<file path="config.mk">
export PLATFORM = sky130hd
export DESIGN_NAME = websocket_frame_unmasker
export DESIGN_NICKNAME = d
export VERILOG_FILES = /design/src/rtl/wfu_pkg.sv /design/src/rtl/websocket_frame_unmasker.sv /design/src/rtl/wfu_parse.sv /design/src/rtl/wfu_out_reg.sv
export SDC_FILE = /design/constraint.sdc
export NUM_CORES = 1
export LEC_CHECK = 0
export BUFFER_PORTS_ARGS = -buffer_cell sky130_fd_sc_hd__buf_2
export CAP_MARGIN = 10
export CORE_MARGIN = 4
export CORE_UTILIZATION = 45
export DETAILED_ROUTE_END_ITERATION = 10
export PLACE_DENSITY = 0.61
export SYNTH_ARGS = -nofsm -noshare
export SYNTH_HDL_FRONTEND = slang
export SYNTH_HIERARCHICAL = 1
export SYNTH_SLANG_ARGS = --single-unit
</file>
<file path="constraint.sdc">
create_clock -name i_clk -period 3.1 [get_ports i_clk]
set_input_delay 0.31 -clock i_clk [delete_from_list [all_inputs] [get_ports i_clk]]
set_output_delay 0.31 -clock i_clk [all_outputs]
set_load 0.005 [all_outputs]
</file>
<file path="src/rtl/wfu_pkg.sv">
`timescale 1ns / 1ps
// ----------------------------------------------------------------------------
// wfu_pkg
// Shared types and constants for the WebSocket frame unmasker.
// ----------------------------------------------------------------------------
package wfu_pkg;

    localparam int unsigned ByteW  = 8;
    localparam int unsigned KindW  = 2;
    localparam int unsigned CodeW  = 2;
    localparam int unsigned LenW   = 16;
    localparam int unsigned MaskW  = 32;

    // Result kinds
    localparam logic [KindW-1:0] KIND_DATA  = 2'd0;
    localparam logic [KindW-1:0] KIND_EMPTY = 2'd1;
    localparam logic [KindW-1:0] KIND_ERROR = 2'd2;

    // Error codes
    localparam logic [CodeW-1:0] ERR_NOT_FINAL = 2'd0;
    localparam logic [CodeW-1:0] ERR_RSV_SET   = 2'd1;
    localparam logic [CodeW-1:0] ERR_NO_MASK   = 2'd2;
    localparam logic [CodeW-1:0] ERR_LEN64     = 2'd3;

    // Header bit fields and length codes
    localparam logic [ByteW-1:0] FIN_BIT   = 8'b1000_0000;
    localparam logic [ByteW-1:0] RSV_BITS  = 8'b0111_0000;
    localparam logic [ByteW-1:0] MASK_BIT  = 8'b1000_0000;
    localparam logic [ByteW-1:0] LEN_BITS  = 8'b0111_1111;
    localparam logic [6:0]       LEN_EXT16 = 7'd126;
    localparam logic [6:0]       LEN_EXT64 = 7'd127;

    typedef enum logic [4:0] {
        PH_HDR0    = 5'b00001,
        PH_HDR1    = 5'b00010,
        PH_EXTLEN  = 5'b00100,
        PH_MASK    = 5'b01000,
        PH_PAYLOAD = 5'b10000
    } t_phase;

    typedef struct packed {
        logic             valid;
        logic [KindW-1:0] kind;
        logic [ByteW-1:0] data;
        logic             last;
        logic [CodeW-1:0] code;
    } t_result;

endpackage

</file>
<file path="src/rtl/websocket_frame_unmasker.sv">
`timescale 1ns / 1ps
// An accepted byte is held in the input register, and its result then in the result register.
// Throughput: one byte per cycle; a payload byte, the last mask byte of an empty frame and a
// faulty header byte yield one result each, other header bytes none.
// The parse step sets the rate; a held result register stalls a byte that makes a result.
// Reset (synchronous, active low) clears both pipeline stages and the parser
// state; after a protocol error the block drops all bytes until reset.
// ----------------------------------------------------------------------------
// websocket_frame_unmasker
// Parses client-to-server WebSocket frame headers and unmasks payload bytes.
// ----------------------------------------------------------------------------
module websocket_frame_unmasker (
    input  logic                        i_clk,
    input  logic                        i_rst_n,
    // byte input channel
    input  logic                        i_in_valid,
    output logic                        o_in_stall,
    input  logic [wfu_pkg::ByteW-1:0]   i_in_byte,
    // result channel
    output logic                        o_out_valid,
    input  logic                        i_out_stall,
    output logic [wfu_pkg::KindW-1:0]   o_out_kind,
    output logic [wfu_pkg::ByteW-1:0]   o_out_byte,
    output logic                        o_last_of_frame,
    output logic [wfu_pkg::CodeW-1:0]   o_error_code
);

    // Input register: hold one accepted byte for the parse step.
    logic                      r_in_valid;
    logic [wfu_pkg::ByteW-1:0] r_in_byte;

    wfu_pkg::t_result parse_res;
    wfu_pkg::t_result out_res;
    logic             out_free;
    logic             advance;
    logic             in_accept;

    // Advance the held byte when it makes no result, or when the result
    // register can take the request it makes.
    assign advance    = r_in_valid && (!parse_res.valid || out_free);
    // Accept a new byte whenever the input register is empty or moving on.
    assign o_in_stall = r_in_valid && !advance;
    assign in_accept  = i_in_valid && !o_in_stall;

    always_ff @(posedge i_clk) begin
        if (!i_rst_n) begin
            r_in_valid <= 1'b0;
        end else if (in_accept) begin
            r_in_valid <= 1'b1;
        end else if (advance) begin
            r_in_valid <= 1'b0;
        end
    end

    always_ff @(posedge i_clk) begin
        if (in_accept) begin
            r_in_byte <= i_in_byte;
        end
    end

    // Parser state only moves when the held byte advances.
    wfu_parse u_parse (
        .i_clk     (i_clk),
        .i_rst_n   (i_rst_n),
        .i_advance (advance),
        .i_byte    (r_in_byte),
        .o_result  (parse_res)
    );

    wfu_pkg::t_result load_res;

    // Present a request to the result register only for a live byte.
    always_comb begin
        load_res       = parse_res;
        load_res.valid = parse_res.valid && r_in_valid;
    end

    wfu_out_reg u_out (
        .i_clk    (i_clk),
        .i_rst_n  (i_rst_n),
        .i_result (load_res),
        .i_stall  (i_out_stall),
        .o_free   (out_free),
        .o_result (out_res)
    );

    assign o_out_valid     = out_res.valid;
    assign o_out_kind      = out_res.kind;
    assign o_out_byte      = out_res.data;
    assign o_last_of_frame = out_res.last;
    assign o_error_code    = out_res.code;

endmodule

</file>
<file path="src/rtl/wfu_parse.sv">
`timescale 1ns / 1ps
// ----------------------------------------------------------------------------
// wfu_parse
// Frame header parser and payload unmasker: one byte per advance.
// ----------------------------------------------------------------------------
module wfu_parse (
    input  logic                        i_clk,
    input  logic                        i_rst_n,
    input  logic                        i_advance,
    input  logic [wfu_pkg::ByteW-1:0]   i_byte,
    output wfu_pkg::t_result            o_result
);

    wfu_pkg::t_phase           r_phase, n_phase;
    logic [1:0]                r_hcnt, n_hcnt;
    logic [wfu_pkg::MaskW-1:0] r_mask, n_mask;
    logic [wfu_pkg::LenW-1:0]  r_rem, n_rem;
    logic [1:0]                r_pos, n_pos;
    logic                      r_halted, n_halted;

    logic [wfu_pkg::ByteW-1:0] key;
    logic [wfu_pkg::LenW-1:0]  rem_dec;
    logic [6:0]                len_code;

    always_comb begin
        case (r_pos)
            2'd0:    key = r_mask[31:24];
            2'd1:    key = r_mask[23:16];
            2'd2:    key = r_mask[15:8];
            default: key = r_mask[7:0];
        endcase
    end

    assign rem_dec  = r_rem - wfu_pkg::LenW'(1);
    assign len_code = i_byte[6:0] & wfu_pkg::LEN_BITS[6:0];

    always_comb begin
        n_phase  = r_phase;
        n_hcnt   = r_hcnt;
        n_mask   = r_mask;
        n_rem    = r_rem;
        n_pos    = r_pos;
        n_halted = r_halted;
        o_result = '0;

        if (!r_halted) begin
            unique case (r_phase)
                wfu_pkg::PH_HDR0: begin
                    if ((i_byte & wfu_pkg::FIN_BIT) == '0) begin
                        o_result.valid = 1'b1;
                        o_result.kind  = wfu_pkg::KIND_ERROR;
                        o_result.code  = wfu_pkg::ERR_NOT_FINAL;
                        n_halted       = 1'b1;
                    end else if ((i_byte & wfu_pkg::RSV_BITS) != '0) begin
                        o_result.valid = 1'b1;
                        o_result.kind  = wfu_pkg::KIND_ERROR;
                        o_result.code  = wfu_pkg::ERR_RSV_SET;
                        n_halted       = 1'b1;
                    end else begin
                        n_phase = wfu_pkg::PH_HDR1;
                    end
                end
                wfu_pkg::PH_HDR1: begin
                    if ((i_byte & wfu_pkg::MASK_BIT) == '0) begin
                        o_result.valid = 1'b1;
                        o_result.kind  = wfu_pkg::KIND_ERROR;
                        o_result.code  = wfu_pkg::ERR_NO_MASK;
                        n_halted       = 1'b1;
                    end else if (len_code == wfu_pkg::LEN_EXT64) begin
                        o_result.valid = 1'b1;
                        o_result.kind  = wfu_pkg::KIND_ERROR;
                        o_result.code  = wfu_pkg::ERR_LEN64;
                        n_halted       = 1'b1;
                    end else begin
                        n_hcnt = 2'd0;
                        n_mask = '0;
                        if (len_code == wfu_pkg::LEN_EXT16) begin
                            n_rem   = '0;
                            n_phase = wfu_pkg::PH_EXTLEN;
                        end else begin
                            n_rem   = wfu_pkg::LenW'(len_code);
                            n_phase = wfu_pkg::PH_MASK;
                        end
                    end
                end
                wfu_pkg::PH_EXTLEN: begin
                    n_rem = {r_rem[wfu_pkg::LenW-9:0], i_byte};
                    if (r_hcnt == 2'd0) begin
                        n_hcnt = 2'd1;
                    end else begin
                        n_hcnt  = 2'd0;
                        n_phase = wfu_pkg::PH_MASK;
                    end
                end
                wfu_pkg::PH_MASK: begin
                    n_mask = {r_mask[wfu_pkg::MaskW-9:0], i_byte};
                    if (r_hcnt != 2'd3) begin
                        n_hcnt = r_hcnt + 2'd1;
                    end else begin
                        n_hcnt = 2'd0;
                        n_pos  = 2'd0;
                        if (r_rem == '0) begin
                            // zero-length frame: report once the mask is consumed
                            n_phase        = wfu_pkg::PH_HDR0;
                            o_result.valid = 1'b1;
                            o_result.kind  = wfu_pkg::KIND_EMPTY;
                        end else begin
                            n_phase = wfu_pkg::PH_PAYLOAD;
                        end
                    end
                end
                wfu_pkg::PH_PAYLOAD: begin
                    n_pos          = r_pos + 2'd1;
                    n_rem          = rem_dec;
                    o_result.valid = 1'b1;
                    o_result.kind  = wfu_pkg::KIND_DATA;
                    o_result.data  = i_byte ^ key;
                    o_result.last  = (rem_dec == '0);
                    if (rem_dec == '0) begin
                        n_phase = wfu_pkg::PH_HDR0;
                    end
                end
                default: begin
                    n_phase = wfu_pkg::PH_HDR0;
                end
            endcase
        end
    end

    always_ff @(posedge i_clk) begin
        if (!i_rst_n) begin
            r_phase  <= wfu_pkg::PH_HDR0;
            r_hcnt   <= '0;
            r_mask   <= '0;
            r_rem    <= '0;
            r_pos    <= '0;
            r_halted <= 1'b0;
        end else if (i_advance) begin
            r_phase  <= n_phase;
            r_hcnt   <= n_hcnt;
            r_mask   <= n_mask;
            r_rem    <= n_rem;
            r_pos    <= n_pos;
            r_halted <= n_halted;
        end
    end

endmodule

</file>
<file path="src/rtl/wfu_out_reg.sv">
`timescale 1ns / 1ps
// ----------------------------------------------------------------------------
// wfu_out_reg
// Result register holding one request until the receiver takes it.
// ----------------------------------------------------------------------------
module wfu_out_reg (
    input  logic             i_clk,
    input  logic             i_rst_n,
    input  wfu_pkg::t_result i_result,
    input  logic             i_stall,
    output logic             o_free,
    output wfu_pkg::t_result o_result
);

    logic                                r_valid;
    logic [wfu_pkg::KindW-1:0]           r_kind;
    logic [wfu_pkg::ByteW-1:0]           r_data;
    logic                                r_last;
    logic [wfu_pkg::CodeW-1:0]           r_code;

    assign o_free = !r_valid || !i_stall;

    always_ff @(posedge i_clk) begin
        if (!i_rst_n) begin
            r_valid <= 1'b0;
        end else if (o_free) begin
            r_valid <= i_result.valid;
        end
    end

    always_ff @(posedge i_clk) begin
        if (o_free && i_result.valid) begin
            r_kind <= i_result.kind;
            r_data <= i_result.data;
            r_last <= i_result.last;
            r_code <= i_result.code;
        end
    end

    always_comb begin
        o_result.valid = r_valid;
        o_result.kind  = r_kind;
        o_result.data  = r_data;
        o_result.last  = r_last;
        o_result.code  = r_code;
    end

endmodule

</file>
* Yosys cells after proc, flatten, opt, wreduce, memory -nomap -nowiden
Index checks and enable logic that the tools add are counted.
Operators by class: add/subtract/negate cells 3, equal/unequal tests 17, multiplexer cells 47, bitwise logic cells 3, reductions and logical operators 29
Operator list (count):
- 2-to-1 mux 32 bit | 2
- case mux 32 bit (2 select lines) | 1
- case mux 16 bit (3 select lines) | 1
- 2-to-1 mux 5 bit | 8
- zero test 16 bit | 2
- 2-to-1 mux 16 bit | 2
- case mux 5 bit (5 select lines) | 1
- case mux 8 bit (3 select lines) | 1
- 2-to-1 mux 3 bit | 6
- subtractor 16 x 1 -> 16 bit, second input constant | 1
- AND reduction 5 bit | 3
- equality test 7 bit, second input constant | 2
- 2-to-1 mux 14 bit | 1
- 2-to-1 mux 2 bit | 7
- != test 2 bit, second input constant | 7
- case mux 3 bit (4 select lines) | 1
- 2-to-1 mux 1 bit | 9
- 2-to-1 mux 9 bit | 1
- AND reduction 9 bit | 1
- zero test 8 bit | 1
- case mux 2 bit (2 select lines) | 2
- nonzero test 8 bit | 1
- XOR 8 bit | 1
- 2-to-1 mux 7 bit | 1
- other kinds (21) | 36
Storage, ports and cells: register bits after elaboration 81, bits of input ports 12, output and inout bits 15, word-level logic and storage cells 112

* Depth between registers and ports, before layout
Gate-level depths: netlist (run 1).
depth in word-level cells 13, mapped depth 15, mapped depth without buffers 12

* Cells and area by module
The synthesis (run 1) kept the hierarchy.
By module, submodules not included:
- wfu_parse | times used 1, cells each 448, area each 3520.9 um2, sequential area each 1161.1 um2
- wfu_out_reg | times used 1, cells each 20, area each 446.7 um2, sequential area each 410.4 um2
- websocket_frame_unmasker | times used 1, cells each 15, area each 300.3 um2, sequential area each 260.2 um2

* Least setup slack after synthesis (run 1)
Ideal clock, no wire load.
path kind register to register, start reg u_parse/r_rem[0] (netlist bit), end reg u_parse/r_mask[5] (netlist bit), setup time 0.128 ns, arrival 2.707 ns, setup slack 0.265 ns, cell stages (with the launch flop) 16, period minus slack after synthesis 2.835 ns, cell sequence dfxtp_1 > inv_1 > ha_1 > clkbuf_2 > nor4b_2 > nand4_1 > or3_1 > a31oi_1 > a21boi_0 > nand2b_1 > a21oi_2 > and2_1 > buf_6 > buf_6 > a22oi_1 > nor2_1
RTL lines:
- start, declared | RTL line wfu_parse.sv:17 | logic [wfu_pkg::LenW-1:0] r_rem, n_rem;
- start signal, assigned | RTL line wfu_parse.sv:142 | r_rem <= n_rem;
- end signal, assigned | RTL line wfu_parse.sv:141 | r_mask <= n_mask;
- end, declared | RTL line wfu_parse.sv:16 | logic [wfu_pkg::MaskW-1:0] r_mask, n_mask;

==> results of run 1 <==
final timing paths:
path	endpoint	slack [ps]	cells after the start
min	r_in_byte[1]	120	1
max reg2reg	u_parse/r_phase[4]	250	9
min reg2reg	u_parse/r_hcnt[1]	490	2
max	u_parse/r_phase[4]	250	9
metal layers:
layer  vias to the layer above  GRT usage  wire, um
met5                         -          0         0
met4                         0     0.0797       272
met3                        23     0.0410       634
met2                       119      0.300      4810
met1                      1745      0.264      4880
li1                       1813          -         -
critical path, delay by kind of cell, from the launching register on:
kind	cells	cell delay (ps)
mux	1	240
flops	1	540
simple gates	3	590
compound gates	5	1430
logic make-up (layout without fill, tap and decap cells):
logic type                 after synthesis  in the layout
AOI/OAI and AO/OA                      138            138
and+or+nand+nor                        184            184
muxes                                    4              4
adders and majority gates                8              8
buffers and inverters                   52             85
xor gates and xnor gates                16             16
DFF                                     81             81
synthesized netlist by cell type, types with 3 or more instances:
library cell | instances | area [sq um]
nand2_1 | 45 | 169
nor2b_1 | 4 | 25.0
nor3_1 | 21 | 105
nand4_1 | 6 | 37.5
a22oi_1 | 32 | 240
ha_1 | 8 | 100
o31ai_1 | 3 | 22.5
nor2_1 | 67 | 251
dfxtp_1 | 60 | 1200
or3_1 | 5 | 31.3
clkbuf_1 | 15 | 56.3
a31oi_1 | 4 | 25.0
edfxtp_1 | 21 | 631
buf_6 | 6 | 67.6
nand3_1 | 5 | 25.0
mux2i_1 | 3 | 30.0
a211oi_1 | 4 | 30.0
a21oi_1 | 29 | 145
buf_4 | 4 | 30.0
inv_1 | 13 | 48.8
nand2b_1 | 4 | 25.0
and2_1 | 5 | 31.3
a32o_1 | 4 | 40.0
o21ai_1 | 5 | 25.0
a222oi_1 | 8 | 80.1
nor3_2 | 3 | 30.0
xor2_1 | 5 | 43.8
buf_2 | 12 | 60.1
o21ai_0 | 27 | 135
xnor2_1 | 11 | 96.3
a221oi_1 | 3 | 26.3
nor4_2 | 3 | 37.5
cell usage in the layout, fill, tap and decap left out, drive strengths merged, types with 10 or more instances in the layout:
cell type | netlist | layout
a21oi | 30 | 30
nand2 | 45 | 45
edfxtp | 21 | 21
inv | 14 | 17
xnor2 | 11 | 11
nor3 | 24 | 24
clkbuf | 16 | 10
buf | 22 | 55
dfxtp | 60 | 60
o21ai | 32 | 32
a22oi | 32 | 32
nor2 | 67 | 67
timing repair:
item                                    CTS  global route
resized for setup                         0             7
setup buffers                             0             1
endpoints found under the setup margin    0            45
sequential cells by signal, summed over array words and instances (netlist names):
signal,flops
u_parse/r_mask,32
u_parse/r_rem,16
r_in_byte,8
u_out/r_data,8
u_parse/r_phase,5
u_out/r_code,2
u_out/r_kind,2
u_parse/r_hcnt,2
u_parse/r_pos,2
r_in_valid,1
u_out/r_last,1
u_out/r_valid,1
u_parse/r_halted,1
stage by stage:
stage / cells / TNS, ps / total power, mW / utilization / hold slack, ps
floorplan: 483 / 0 / 1.21 / - / 390
global placement: 628 / 0 / 1.26 / 0.497 / 468
detailed placement: 628 / 0 / 1.26 / 0.497 / 479
CTS: 644 / 0 / 1.99 / 0.517 / 94.8
global route: 645 / -130 / 2.06 / 0.520 / 96.3
finish: 645 / 0 / 1.97 / 0.520 / 116
area by class of cell:
| class | instances | area [sq um] | share of cell area |
|---|---|---|---|
| clock buffers | 10 | 138 | 0.0286 |
| inverters | 14 | 52.6 | 0.0109 |
| repair buffers | 55 | 385 | 0.0802 |
| clock inverters | 6 | 47.5 | 0.00989 |
| well taps | 129 | 161 | 0.0336 |
| multi-input cells | 350 | 2190 | 0.455 |
| flip-flops and latches | 81 | 1830 | 0.381 |
power groups by stage:
stage               registers, mW  clock network, mW  logic [mW]
floorplan                    1.14                  0      0.0635
global placement             1.14                  0       0.111
detailed placement           1.14                  0       0.111
CTS                          1.12              0.760       0.112
global route                 1.12              0.814       0.125
finish                       1.12              0.735       0.114
==> impl_metrics.py, run 1 <==
metrics = {
    "status": {
        "status": "complete, no violations",
    },
    "sta": {
        "period_needed_ps": 2850,
        "worst_pin_slew_ps": 955,
        "finalCritPeriodShare": 0.920,
        "slew_headroom": 0.363,
        "setup_ws_ps": 247,
        "skew_ps": 11.0,
        "timing.fmax_ghz": 0.351,
        "slew_violations": 0,
        "final_hold_viol_count": 0,
        "setup_viol": 0,
    },
    "drt": {
        "routed_wl_mm": 10.6,
        "num_vias": 3700,
        "final_antenna_net_count": 0,
        "firstDrtPassIters": 5,
        "wl_per_cell_um": 16.4,
        "via_per_inst": 5.74,
        "drc": 0,
        "drt_first_iter_violations": 331,
    },
    "critical_path": {
        "cp-startpoint": "r_in_byte[6]",
        "r2r_start": "r_in_byte[6]",
        "crit_path_max_incr_delay_ps": 540,
        "start_kind": "flip-flop",
        "critical_path_required_ps": 3400,
        "crit_chain": "nand4_1, nor2_1, a221oi_4, a31oi_2, a21boi_0, nor2b_1, o2111a_2, mux2i_1, o21a_1",
        "cpMaxStageDelayCell": "edfxtp_1",
        "cp_max_fo": 9,
        "path_class": "reg2reg",
        "cp.arrival_ps": 3150,
        "end_kind": "flip-flop",
    },
    "floorplanning": {
        "top_level_ports": 27,
        "die_area_sq_um": 11100,
        "num_rows": 35,
        "start_util": 0.462,
        "die_w_um": 105,
        "core_sq_um": 9240,
        "dieHeight_um": 105,
    },
    "grt": {
        "antenna_found_initial": 0,
        "grt_pass1_vias": 3494,
        "grt.total_usage": 0.194,
        "grt_remaining_overflow": 0,
        "grt_max_degree": 56,
        "grt_pass1_wl_mm": 17.3,
    },
    "cts": {
        "clock_latency_ps": 360,
        "cts_tree": "done",
        "htree_num_levels": 3,
        "cts.sinks": 81,
        "root_buffer": "clkbuf_8",
        "hold_buffers": 0,
        "numCtsBuffers": 9,
        "clk_pin_slew_ps": 90,
        "clock_path_buffers": 2,
    },
    "placed_design": {
        "place_area_sq_um": 4590,
        "port_buffers": 26,
        "place_ws_ps": 90.2,
        "hpwlAfterDp_mm": 7.10,
        "place_congestion": 0.903,
    },
    "finish": {
        "drive_above_1_share": 0.184,
        "antenna_cells": 0,
        "fillCellCount": 878,
        "area_growth_pct": 12.6,
        "design_area_sq_um": 4810,
        "layout.nets": 531,
    },
    "synthesis": {
        "ys_warn_count": 6,
        "synth_compound_area_frac": 0.224,
        "synthMuxAreaShare": 0.0106,
        "synth-adder-area-share": 0.0235,
        "yosysSeqAreaShare": 0.429,
        "ys.flop_type": "dfxtp_1",
        "yosys.area_share.simple": 0.216,
        "synth-edff-count": 21,
        "synth_nets": 503,
        "synth_top_family_by_area": "compound AO/OA/AOI/OAI gates",
        "syn_area_sq_um": 4270,
        "netlist_instances": 483,
        "syn-mean-instance-area_sq_um": 8.84,
        "synth-seq-cells": 81,
        "synthArstFlopShare": 0,
        "yosysUniqueCellTypes": 61,
        "synth_xor_area_frac": 0.0328,
    },
    "power": {
        "swShare": 0.253,
        "pwr-share-clk": 0.373,
        "p_int_mw": 1.47,
        "p_seq_frac": 0.569,
        "p_leak_nw": 1.70,
        "switchingPower_mw": 0.499,
        "peakVddDrop_mv": 0.278,
        "power_frac_comb": 0.058,
        "p_per_area_nw_per_um2": 410,
    },
    "worst_hold_path": {
        "hold_class": "in2reg",
        "min_from": "i_in_byte[1]",
    },
    "run": {
        "drv_cap": 0,
    },
}
Power figures use the tool's default switching activity.
==> run 2: changes to the inputs <==
Settings changed: CORE_MARGIN 4 to 8.
==> run 2 against run 1 <==
Power increased by 1.7%. Worst hold slack improved by 14 ps. Fmax down 0.62%. Utilization down 0.79 points. Setup slack lost 18 ps. Clock power increased by 5.3%. Highest routed layer unchanged.
==> impl_metrics.py, run 2 (synthesized netlist as in run 1, its figures left out) <==
metrics = {
    "finish": {
        "final_util": 0.512,
        "drive_above_1_share": 0.170,
        "layout_common_cells": "nor2_1 (67), dfxtp_1 (59), nand2_1 (44)",
        "largest_register": "u_parse/r_mask",
        "area_growth_pct": 10.9,
        "antenna_cells": 0,
        "fillCellCount": 874,
        "layout.nets": 521,
        "largest_register_ffs": 32,
        "layout_commonest_cell": "nor2_1",
        "largestRegisters": "u_parse/r_mask (32), u_parse/r_rem (16)",
        "regArea_sq_um": 1830,
        "multi_input_area_sq_um": 2190,
    },
    "cts": {
        "post-cts-setup-buffers": 0,
        "clock_latency_ps": 350,
        "root_buffer": "clkbuf_8",
        "clock_path_buffers": 2,
        "cts_tree": "done",
        "cts.sinks": 81,
        "numCtsBuffers": 9,
        "htree_num_levels": 3,
        "clk_pin_slew_ps": 90,
    },
    "power": {
        "pwr-share-clk": 0.387,
        "power_frac_comb": 0.053,
        "swShare": 0.242,
        "p_int_mw": 1.52,
        "p_seq_frac": 0.561,
        "p_leak_nw": 1.66,
        "peakVddDrop_mv": 0.264,
        "p_per_area_nw_per_um2": 423,
        "switchingPower_mw": 0.485,
    },
    "floorplanning": {
        "die_area_sq_um": 12900,
        "start_util": 0.462,
        "die_w_um": 113,
        "num_rows": 35,
        "top_level_ports": 27,
        "dieHeight_um": 113,
        "core_sq_um": 9240,
    },
    "sta": {
        "rsz0062_at_grt": "false",
        "skew_ps": 13.7,
        "timing.fmax_ghz": 0.348,
        "slew_violations": 0,
        "period_needed_ps": 2870,
        "final_hold_viol_count": 0,
        "setup_viol": 0,
        "worst_pin_slew_ps": 991,
        "slew_headroom": 0.339,
        "finalCritPeriodShare": 0.926,
        "setup_tns_ps": 0,
        "timing.hold.ws_ps": 131,
    },
    "critical_path": {
        "path_buf_inv": 0,
        "cp_max_fo": 15,
        "critical_path.top_delay_family": "compound AO/OA/AOI/OAI gates",
        "crit_path_max_incr_delay_ps": 660,
        "reg2reg_slack_ps": 230,
        "start_kind": "flip-flop",
        "r2r_end": "u_parse/r_phase[0]",
        "cpMaxStageDelayCell": "dfxtp_1",
        "cp.depth": 8,
        "cp-startpoint": "u_parse/r_phase[1]",
        "cp-endpoint": "u_parse/r_phase[0]",
        "critical_path_required_ps": 3320,
        "path_class": "reg2reg",
        "r2r_start": "u_parse/r_phase[1]",
        "worstRegToRegCells": 8,
        "crit_chain": "mux2_4, a221oi_4, a31oi_2, a21boi_1, nor2b_1, o2111a_2, mux2i_1, o21ai_1",
        "end_kind": "flip-flop",
        "cp.arrival_ps": 3090,
    },
    "grt": {
        "grt_max_degree": 56,
        "grt_pass1_wl_mm": 17.4,
        "grt.total_usage": 0.166,
        "grt_remaining_overflow": 0,
        "grt_pass1_vias": 3411,
        "antenna_found_initial": 0,
    },
    "drt": {
        "num_vias": 3720,
        "drt_first_iter_violations": 222,
        "final_antenna_net_count": 0,
        "firstDrtPassIters": 5,
        "routed_wl_mm": 10.5,
        "via_per_inst": 5.86,
        "drc": 0,
        "wl_per_cell_um": 16.5,
    },
    "placed_design": {
        "hpwlAfterDp_mm": 7.11,
        "port_buffers": 26,
        "place_congestion": 0.945,
    },
    "worst_hold_path": {
        "whs_path_depth": 1,
        "hold_class": "in2reg",
    },
    "status": {
        "status": "complete, no violations",
    },
    "run": {
        "drv_cap": 0,
    },
}
run 2: cell types whose count changed in the layout (fill, tap and decap cells not counted), moves of 2 or more:
cell      change
inv_6         -2
clkinv_4      +2
buf_4         -9
buf_12        -2
run 2: what timing repair did:
action,CTS,global route
gates resized for setup,0,9
endpoints found under the setup margin,0,55
hold buffers,0,0
hold endpoints to repair,0,0
run 2: cell type report:
| type | count | share of cell area |
|---|---|---|
| Multi-Input combinational cell | 350 | 0.463 |
| Sequential cell | 81 | 0.387 |
| Timing Repair Buffer | 45 | 0.0611 |
| Clock buffer | 11 | 0.0344 |
| Tap cell | 129 | 0.0341 |
| Inverter | 14 | 0.0111 |
| Clock inverter | 5 | 0.00952 |
run 2: metrics by stage:
step	instances	setup WS, ps	cell area, sq um	power [mW]
6_report	635	229	4730	2.00
3_3_place_gp	619	154	4500	1.25
2_1_floorplan	483	265	4270	1.21
5_1_grt	635	9.33	4730	2.07
4_1_cts	635	80.4	4700	2.02
3_5_place_dp	619	102	4500	1.25
run 2: power groups by stage:
stage	Clock [mW]	Combinational [mW]	Sequential, mW
floorplan	0	0.0635	1.14
global placement	0	0.104	1.15
detailed placement	0	0.105	1.15
CTS	0.795	0.105	1.12
global route	0.829	0.117	1.13
finish	0.774	0.106	1.12
run 2: routing by layer:
metal	up-vias	GRT usage	share of wire
li1	1793	-	-
met1	1786	0.227	0.47
met2	122	0.253	0.45
met3	19	0.0333	0.060
met4	0	0.0639	0.021
met5	-	0	0
run 2: worst min path at each step:
stage | from | end | slack (ps)
3_3_place_gp | u_parse/r_hcnt[1] | u_parse/r_hcnt[1] | 470
4_1_cts | i_in_byte[1] | r_in_byte[1] | 120
2_1_floorplan | i_rst_n | u_parse/r_phase[0] | 390
3_5_place_dp | u_parse/r_hcnt[1] | u_parse/r_hcnt[1] | 470
5_1_grt | i_in_byte[1] | r_in_byte[1] | 110
6_report | i_in_byte[1] | r_in_byte[1] | 130
==> run 3: changes to the inputs <==
Settings changed: CORE_MARGIN 8 to not set.
==> run 3 against run 2 <==
Critical path type unchanged. Utilization is 0.45 points higher. Final area is 0.40% higher. Cell count is 1.9% lower. Setup slack worse by 4.3 ps. Global-route usage is 6.2 points higher.
==> impl_metrics.py, run 3 (synthesized netlist as in run 1, its figures left out) <==
metrics = {
    "grt": {
        "grt_pass1_wl_mm": 17.4,
        "antenna_found_initial": 0,
        "grt_pass1_vias": 3413,
        "grt.total_usage": 0.228,
        "grt_max_degree": 56,
        "grt_remaining_overflow": 0,
    },
    "power": {
        "peakVddDrop_mv": 0.247,
        "p_per_area_nw_per_um2": 427,
        "switchingPower_mw": 0.488,
        "pwr-share-clk": 0.395,
        "p_seq_frac": 0.554,
        "p_int_mw": 1.54,
        "swShare": 0.241,
        "p_leak_nw": 1.69,
        "power_frac_comb": 0.052,
    },
    "worst_hold_path": {
        "hold_class": "in2reg",
    },
    "cts": {
        "cts_tree": "done",
        "clock_path_buffers": 2,
        "root_buffer": "clkbuf_8",
        "numCtsBuffers": 9,
        "clock_latency_ps": 360,
        "htree_num_levels": 3,
        "hold_buffers": 0,
        "clk_pin_slew_ps": 90,
        "cts.sinks": 81,
    },
    "floorplanning": {
        "start_util": 0.464,
        "die_w_um": 99.4,
        "die_area_sq_um": 9880,
        "core_sq_um": 9200,
        "dieHeight_um": 99.4,
        "top_level_ports": 27,
        "num_rows": 35,
    },
    "critical_path": {
        "cp-startpoint": "u_parse/r_rem[1]",
        "reg2reg_slack_ps": 230,
        "r2r_start": "u_parse/r_rem[1]",
        "r2r_end": "u_parse/r_mask[14]",
        "cp-endpoint": "u_parse/r_mask[14]",
        "end_kind": "flip-flop",
        "worstRegToRegCells": 13,
        "start_kind": "flip-flop",
        "critical_path_required_ps": 3320,
        "path_class": "reg2reg",
        "cp_max_fo": 32,
        "cp.arrival_ps": 3090,
    },
    "placed_design": {
        "place_congestion": 0.852,
        "place_area_sq_um": 4520,
        "hpwlAfterDp_mm": 7.18,
        "port_buffers": 26,
    },
    "finish": {
        "fillCellCount": 879,
        "design_area_sq_um": 4750,
        "drive_above_1_share": 0.176,
        "regArea_sq_um": 1830,
        "largest_register": "u_parse/r_mask",
        "layout_commonest_cell": "nor2_1",
        "largestRegisters": "u_parse/r_mask (32), u_parse/r_rem (16)",
        "layout.nets": 527,
        "layout_common_cells": "nor2_1 (67), dfxtp_1 (60), nand2_1 (44)",
        "largest_register_ffs": 32,
        "final_util": 0.517,
        "multi_input_area_sq_um": 2190,
        "area_growth_pct": 11.3,
        "antenna_cells": 0,
    },
    "status": {
        "status": "complete, no violations",
    },
    "sta": {
        "timing.fmax_ghz": 0.348,
        "setup_viol": 0,
        "period_needed_ps": 2870,
        "final_hold_viol_count": 0,
        "slew_violations": 0,
        "slew_headroom": 0.342,
        "worst_pin_slew_ps": 986,
        "skew_ps": 12.1,
        "finalCritPeriodShare": 0.927,
    },
    "run": {
        "drv_cap": 0,
    },
    "drt": {
        "routed_wl_mm": 10.8,
        "final_antenna_net_count": 0,
        "drc": 0,
        "via_per_inst": 6.02,
        "num_vias": 3753,
        "firstDrtPassIters": 5,
        "wl_per_cell_um": 17.3,
        "drt_first_iter_violations": 429,
    },
}
## run 3: through the flow
step | total power, mW | hold WS (ps) | std cells | TNS, ps | setup WS [ps]
global placement | 1.25 | 462 | 607 | 0 | 136
floorplan | 1.21 | 390 | 483 | 0 | 265
detailed placement | 1.25 | 469 | 607 | 0 | 76.5
global route | 2.11 | 92.7 | 623 | -0.394 | -0.394
finish | 2.03 | 116 | 623 | 0 | 225
CTS | 2.05 | 98.3 | 623 | 0 | 53.9
## run 3: worst min path at each step
stage / from / endpoint / slack (ps) / cells after the start
after floorplan: i_rst_n / u_parse/r_phase[0] / 390 / 1
after global placement: u_parse/r_hcnt[1] / u_parse/r_hcnt[1] / 460 / 2
after detailed placement: u_parse/r_hcnt[1] / u_parse/r_hcnt[1] / 470 / 2
after CTS: i_in_byte[4] / r_in_byte[4] / 100 / 1
after global routing: i_in_byte[2] / r_in_byte[2] / 90 / 1
final: i_in_byte[4] / r_in_byte[4] / 120 / 1
## run 3: layout make-up
| cell class | count | area share |
|---|---|---|
| Multi-Input combinational cell | 350 | 0.461 |
| Sequential cell | 81 | 0.385 |
| Timing Repair Buffer | 51 | 0.0695 |
| Clock buffer | 12 | 0.0374 |
| Tap cell | 111 | 0.0292 |
| Inverter | 14 | 0.0111 |
| Clock inverter | 4 | 0.00658 |
## run 3: what timing repair did
action,CTS,global route
buffers inserted,0,0
gates resized for setup,0,7
setup endpoints to repair,0,54
## run 3: power groups by stage
| stage | clock network (mW) | logic (mW) | registers, mW |
|---|---|---|---|
| 2_1_floorplan | 0 | 0.0635 | 1.14 |
| 3_3_place_gp | 0 | 0.102 | 1.15 |
| 3_5_place_dp | 0 | 0.102 | 1.15 |
| 4_1_cts | 0.828 | 0.102 | 1.12 |
| 5_1_grt | 0.872 | 0.115 | 1.12 |
| 6_report | 0.801 | 0.105 | 1.12 |
## run 3: worst max-delay path, stage by stage, from the launching register on
cell      delay, ps
dfxtp_1         360
inv_1           120
ha_1            180
nor4b_4         220
nand4_1         170
or3_1           440
a31oi_2         220
a21boi_1        120
nand2b_1        140
a21oi_2          60
and2_1          160
buf_4           230
a22oi_1         230
nor2_1           60
## run 3: layer usage
metal / share of wire / global-route usage / vias up
li1: - / - / 1805
met1: 0.44 / 0.305 / 1778
met2: 0.48 / 0.371 / 151
met3: 0.057 / 0.0302 / 19
met4: 0.021 / 0.0973 / 0
met5: 0 / 0 / -
